`src/pmst_pkg.sv`:
```
// Shared types and constants for the minimum spanning tree engine.
package pmst_pkg;

    localparam int VERTEX_OUT_BITS = 6;
    localparam int WEIGHT_OUT_BITS = 32;
    localparam int TOTAL_BITS      = 38;
    localparam int COUNT_BITS      = 7;

    localparam logic [1:0] OP_CLEAR = 2'd0;
    localparam logic [1:0] OP_ADD   = 2'd1;
    localparam logic [1:0] OP_RUN   = 2'd2;

    typedef struct packed {
        logic [1:0]                  operation;
        logic [VERTEX_OUT_BITS-1:0]  from_vertex;
        logic [VERTEX_OUT_BITS-1:0]  to_vertex;
        logic [WEIGHT_OUT_BITS-1:0]  arc_weight;
    } request_t;

    typedef struct packed {
        logic [VERTEX_OUT_BITS-1:0]  tree_vertex;
        logic [VERTEX_OUT_BITS-1:0]  parent_vertex;
        logic [WEIGHT_OUT_BITS-1:0]  edge_weight;
        logic [TOTAL_BITS-1:0]       total_weight;
        logic                        reachable;
        logic                        last_result;
    } result_t;

    // Commands broadcast from the sequencer to every vertex cell
    typedef struct packed {
        logic init;
        logic mark;
        logic shift;
        logic apply;
    } cell_cmd_t;

endpackage

```
`src/pmst_cell.sv`:
```
// One vertex cell: key, parent and marks, a link of the minimum-search chain
// and a stage of the adjacency-row shift chain.
module pmst_cell
    import pmst_pkg::*;
#(
    parameter int IDX          = 0,
    parameter int MAX_VERTICES = 64,
    parameter int WEIGHT_BITS  = 32,
    localparam int VW          = $clog2(MAX_VERTICES),
    localparam int NW          = $clog2(MAX_VERTICES + 1)
)
(
    input  logic                   clk,
    input  logic                   rst_n,
    input  cell_cmd_t              cmd,
    input  logic [NW-1:0]          n_count,
    input  logic [VW-1:0]          pick,
    // search chain in
    input  logic                   cin_found,
    input  logic [WEIGHT_BITS-1:0] cin_key,
    input  logic [VW-1:0]          cin_idx,
    input  logic [VW-1:0]          cin_parent,
    input  logic                   cin_free_found,
    input  logic [VW-1:0]          cin_free_idx,
    // search chain out
    output logic                   cout_found,
    output logic [WEIGHT_BITS-1:0] cout_key,
    output logic [VW-1:0]          cout_idx,
    output logic [VW-1:0]          cout_parent,
    output logic                   cout_free_found,
    output logic [VW-1:0]          cout_free_idx,
    // row chain
    input  logic                   col_present_in,
    input  logic [WEIGHT_BITS-1:0] col_weight_in,
    output logic                   col_present_out,
    output logic [WEIGHT_BITS-1:0] col_weight_out
);

    localparam logic [VW-1:0] MY_IDX = VW'(IDX);

    logic                   valid_reg;
    logic                   visited_reg;
    logic [WEIGHT_BITS-1:0] key_reg;
    logic [VW-1:0]          parent_reg;
    logic                   col_present_reg;
    logic [WEIGHT_BITS-1:0] col_weight_reg;
    logic                   found_reg, found_next;
    logic [WEIGHT_BITS-1:0] ckey_reg, ckey_next;
    logic [VW-1:0]          cidx_reg, cidx_next;
    logic [VW-1:0]          cpar_reg, cpar_next;
    logic                   free_reg, free_next;
    logic [VW-1:0]          fidx_reg, fidx_next;
    logic                   in_use;
    logic                   lower;

    assign in_use = NW'(IDX) < n_count;
    assign lower  = in_use && !visited_reg && col_present_reg
                    && (!valid_reg || col_weight_reg < key_reg);

    // Fold this vertex into the running minimum and first free vertex
    always_comb
    begin
        found_next = cin_found;
        ckey_next  = cin_key;
        cidx_next  = cin_idx;
        cpar_next  = cin_parent;
        free_next  = cin_free_found;
        fidx_next  = cin_free_idx;
        if (in_use && !visited_reg)
        begin
            if (!cin_free_found)
            begin
                free_next = 1'b1;
                fidx_next = MY_IDX;
            end
            if (valid_reg && (!cin_found || key_reg < cin_key))
            begin
                found_next = 1'b1;
                ckey_next  = key_reg;
                cidx_next  = MY_IDX;
                cpar_next  = parent_reg;
            end
        end
    end

    // Hand the search result on to the next cell
    always_ff @(posedge clk or negedge rst_n)
    begin
        if (!rst_n)
        begin
            found_reg <= 1'b0;
            free_reg  <= 1'b0;
        end
        else
        begin
            found_reg <= found_next;
            free_reg  <= free_next;
        end
    end

    always_ff @(posedge clk)
    begin
        ckey_reg <= ckey_next;
        cidx_reg <= cidx_next;
        cpar_reg <= cpar_next;
        fidx_reg <= fidx_next;
    end

    // Marks: clear on run start, but cell 0 starts valid; set visited on pick, validate on lowering
    always_ff @(posedge clk or negedge rst_n)
    begin
        if (!rst_n)
        begin
            valid_reg   <= 1'b0;
            visited_reg <= 1'b0;
        end
        else if (cmd.init)
        begin
            valid_reg   <= (IDX == 0);
            visited_reg <= 1'b0;
        end
        else if (cmd.mark && pick == MY_IDX)
        begin
            visited_reg <= 1'b1;
        end
        else if (cmd.apply && lower)
        begin
            valid_reg <= 1'b1;
        end
    end

    // Key and parent
    always_ff @(posedge clk)
    begin
        if (cmd.init)
        begin
            key_reg    <= '0;
            parent_reg <= '0;
        end
        else if (cmd.apply && lower)
        begin
            key_reg    <= col_weight_reg;
            parent_reg <= pick;
        end
    end

    // Advance the row chain
    always_ff @(posedge clk)
    begin
        if (cmd.shift)
        begin
            col_present_reg <= col_present_in;
            col_weight_reg  <= col_weight_in;
        end
    end

    assign cout_found      = found_reg;
    assign cout_key        = ckey_reg;
    assign cout_idx        = cidx_reg;
    assign cout_parent     = cpar_reg;
    assign cout_free_found = free_reg;
    assign cout_free_idx   = fidx_reg;
    assign col_present_out = col_present_reg;
    assign col_weight_out  = col_weight_reg;

endmodule

```
`config.mk`:
```
export PLATFORM = sky130hd
export DESIGN_NAME = pmst_cell
export DESIGN_NICKNAME = d
export VERILOG_FILES = /design/src/pmst_pkg.sv /design/src/pmst_cell.sv
export SDC_FILE = /design/constraint.sdc
export NUM_CORES = 1
export LEC_CHECK = 0
export ABC_AREA = 1
export ABC_CLOCK_PERIOD_IN_PS = 2200
export BUFFER_PORTS_ARGS = -buffer_cell sky130_fd_sc_hd__buf_4
export CAP_MARGIN = 20
export CORE_MARGIN = 10
export CORE_UTILIZATION = 52
export CTS_CLUSTER_SIZE = 8
export DETAILED_ROUTE_END_ITERATION = 6
export PLACE_DENSITY = 0.81
export SLEW_MARGIN = 20
export SYNTH_ARGS = -nofsm -noshare
export SYNTH_HDL_FRONTEND = slang
export SYNTH_SLANG_ARGS = --single-unit
```
`constraint.sdc`:
```
create_clock -name clk -period 2.2 [get_ports clk]
set_input_delay 0.22 -clock clk [delete_from_list [all_inputs] [get_ports clk]]
set_output_delay 0.22 -clock clk [all_outputs]
set_load 0.03 [all_outputs]
```
==> flow_summary_export.csv <==
group,metric,value,unit
yosys,synth_area,6110,sq um
power_and_ir_drop,intPower,5.65,mW
floorplan,die-height,128,um
timing,maxSlewHeadroom,22.1,%
critical_path,rrSetupSlack,-0.08,ns
final_layout,layout_common_cells,"210 x buf_4, 157 x nand2_1, 118 x inv_1, 76 x nand3_1, 73 x dfxtp_1",
timing,hold_viol,0,
placement,dpl-instance-area,7680,sq um
power_and_ir_drop,p_switching,2.21,mW
hold_path,hold_path.class,"in2reg",
cts,cts_made_buffers,17,
run_status,status,"finished, violations left",
routing,drtAntennaViolNets,0,
grt,grt_start_max_net_pins,45,
power_and_ir_drop,vdd_drop_max,0.860,mV
cts,cts_sinks,125,
timing,period_needed,2.28,ns
yosys,yosysWarnings,0,
floorplan,core-area,11500,sq um
placement,pre_cts_slack,0.0354,ns
power_and_ir_drop,power.clock.fraction,41.4,%
timing,drv_slew,0,
floorplan,rows,39,
placement,post-dp-hpwl,12.4,mm
timing,min_period_over_period,104,%
final_layout,final_common_cell,"buf_4",
timing,grt_setup_unrepaired,"true",
grt,antenna_found_initial,1,
critical_path,start_kind,"register",
yosys,ys_types,28,
yosys,synth_top_cell_area_share,28.8,%
routing,wl_per_cell,18.2,um
final_layout,final_area,9770,sq um
final_layout,nFillCells,604,
run_status,failed_checks,"negative setup slack",
routing,drtIter0Drc,449,
grt,grt-ovfl-total,0,
timing,fmax,438,MHz
cts,cts_tree,"built",
yosys,synthTopCellsByArea,"dfxtp_1 29%, edfxtp_1 16%, ha_1 13%, nand2_1 10%, inv_1 7.3%",
critical_path,cp.arrival,2.58,ns
timing,worstMarginPinSlew,1.17,ns
cts,clkTransAtPathRegs,0.05,ns
cts,h-tree-depth,4,
floorplan,boundaryPins,189,
final_layout,postLayoutCoreUtil,85.2,%
routing,viasPerCell,5.22,
routing,routed_wl,21.7,mm
grt,grt_use_total,22.4,%
grt,grt_pass1_wl,29.5,mm
final_layout,area_growth,59.9,%
timing,whs,0.0282,ns
routing,drc,0,
yosys,syn-num-nets,918,
flow_run,drv_cap,0,
final_layout,nets,1204,
critical_path,reg2reg_to,"key_reg[1]$_SDFFE_PP0P_",
critical_path,path_max_fanout,11,
hold_path,min_from,"cin_key[1]",
critical_path,endpoint_kind,"register",
power_and_ir_drop,power_density,805,nW/um^2
floorplan,die-area,16500,sq um
critical_path,cp.required,2.50,ns
yosys,yosysSeqAreaShare,46.7,%
critical_path,path_class,"reg2reg",
timing,setup_ws,-0.0833,ns
power_and_ir_drop,switching_share,28.1,%
floorplan,start_util,53.3,%
hold_path,hold_path_depth,3,
cts,clk_latency,0.42,ns
placement,globalplace.congestion,0.833,
critical_path,worstReg2RegStart,"col_weight_out[29]$_DFFE_PP_",
yosys,synth_cells,752,
power_and_ir_drop,p_leak,4.81,nW
power_and_ir_drop,p_total,7.87,mW
final_layout,layout-drive-gt1-share,31.7,%
hold_path,min_to,"cout_key[1]$_DFF_P_",
yosys,avgSynthCellArea,8.13,sq um
power_and_ir_drop,power_frac_seq,34.3,%
routing,vias,6242,
power_and_ir_drop,p_comb_share,24.3,%
grt,grt_pass1_vias,5951,
cts,cts_max_path_buffers,2,
critical_path,reg2reg_depth,11,
routing,first_pass_iters,5,
cts,cts_root_buffer,"clkbuf_16",
placement,io_buffer_count,188,
floorplan,die_x,128,um
timing,setup_violations,11,
timing,skew,0.00791,ns
yosys,synth_top_area_cell,"dfxtp_1",
yosys,synth_seq_cells,125,
[routing by layer]
metal / up-vias / wire length (um) / GRT usage [%]
li1: 3011 / - / -
met1: 2904 / 8140 / 24.4
met2: 280 / 11100 / 38.4
met3: 47 / 1880 / 7.39
met4: 0 / 605 / 11.0
met5: - / 0 / 0
[Yosys cell counts]
cell type,count
a21boi_0,6
a21boi_1,1
a21o_1,1
a21oi_1,71
buf_1,3
buf_2,8
buf_6,7
clkbuf_1,14
dfrtp_1,4
dfxtp_1,88
edfxtp_1,33
ha_1,62
inv_1,119
nand2_1,166
nand2_2,3
nand2_4,1
nand3_1,80
nand3b_1,1
nand4_1,5
nor2_1,59
nor3_1,3
nor4_1,3
nor4b_2,1
o211ai_1,2
o21a_1,1
o21ai_0,8
o21bai_1,1
or2_2,1
[critical path, stage by stage, from the launching register on]
cell	delay [ns]
edfxtp_1	0.44
ha_1	0.32
nand2_1	0.07
nor2_2	0.16
nand2_2	0.12
nor4_4	0.26
nand2_2	0.11
nand2_4	0.13
nand2_4	0.11
buf_8	0.19
a21oi_1	0.16
nor2_1	0.10
[timing repair]
item / 4_1_cts / 5_1_grt
endpoints found under the setup margin: 0 / 78
hold buffers: 68 / 0
resized for setup: 0 / 78
buffers inserted: 0 / 15
endpoints found under the hold margin: 71 / 0
[area by class of cell]
| class | count | area (sq um) | area share (%) |
|---|---|---|---|
| Antenna cell | 1 | 2.50 | 0.0256 |
| Clock buffer | 22 | 517 | 5.29 |
| Clock inverter | 10 | 176 | 1.81 |
| Inverter | 119 | 447 | 4.57 |
| Multi-Input combinational cell | 478 | 2960 | 30.3 |
| Sequential cell | 125 | 2870 | 29.4 |
| Tap cell | 143 | 179 | 1.83 |
| Timing Repair Buffer | 297 | 2620 | 26.8 |
[logic make-up after synthesis]
group | count (synthesis) | share of synthesized area [%]
compound gates | 91 | 7.94
fa+ha+maj | 62 | 12.7
buf+inv | 151 | 10.3
flops | 125 | 46.7
simple gates | 323 | 22.4
[worst max-delay path by stage]
stage                                             from                         end  slack, ns  cells after the start
after floorplan           col_weight_out[31]$_DFFE_PP_     key_reg[0]$_SDFFE_PP0P_       0.18                     12
after global placement    col_weight_out[31]$_DFFE_PP_     key_reg[2]$_SDFFE_PP0P_       0.08                     11
after detailed placement  col_weight_out[31]$_DFFE_PP_  parent_reg[1]$_SDFFE_PP0P_       0.04                     11
after CTS                  col_weight_out[5]$_DFFE_PP_  parent_reg[1]$_SDFFE_PP0P_      0.002                     14
after global routing      col_weight_out[29]$_DFFE_PP_     key_reg[1]$_SDFFE_PP0P_      -0.16                     12
final                     col_weight_out[29]$_DFFE_PP_     key_reg[1]$_SDFFE_PP0P_      -0.08                     11
[through the flow]
stage / setup TNS, ns / instances
after floorplan: 0 / 752
after CTS: 0 / 1164
after global routing: -3.87 / 1195
after detailed placement: 0 / 1064
after global placement: 0 / 1064
final: -0.187 / 1195
[power by group through the flow]
stage | Clock, mW | Combinational [mW] | Sequential (mW)
floorplan | 0 | 0.603 | 2.96
global placement | 0 | 1.38 | 2.72
detailed placement | 0 | 1.40 | 2.72
CTS | 3.28 | 1.52 | 2.68
global route | 3.35 | 2.06 | 2.71
finish | 3.26 | 1.92 | 2.69
Power figures use the tool's default switching activity.
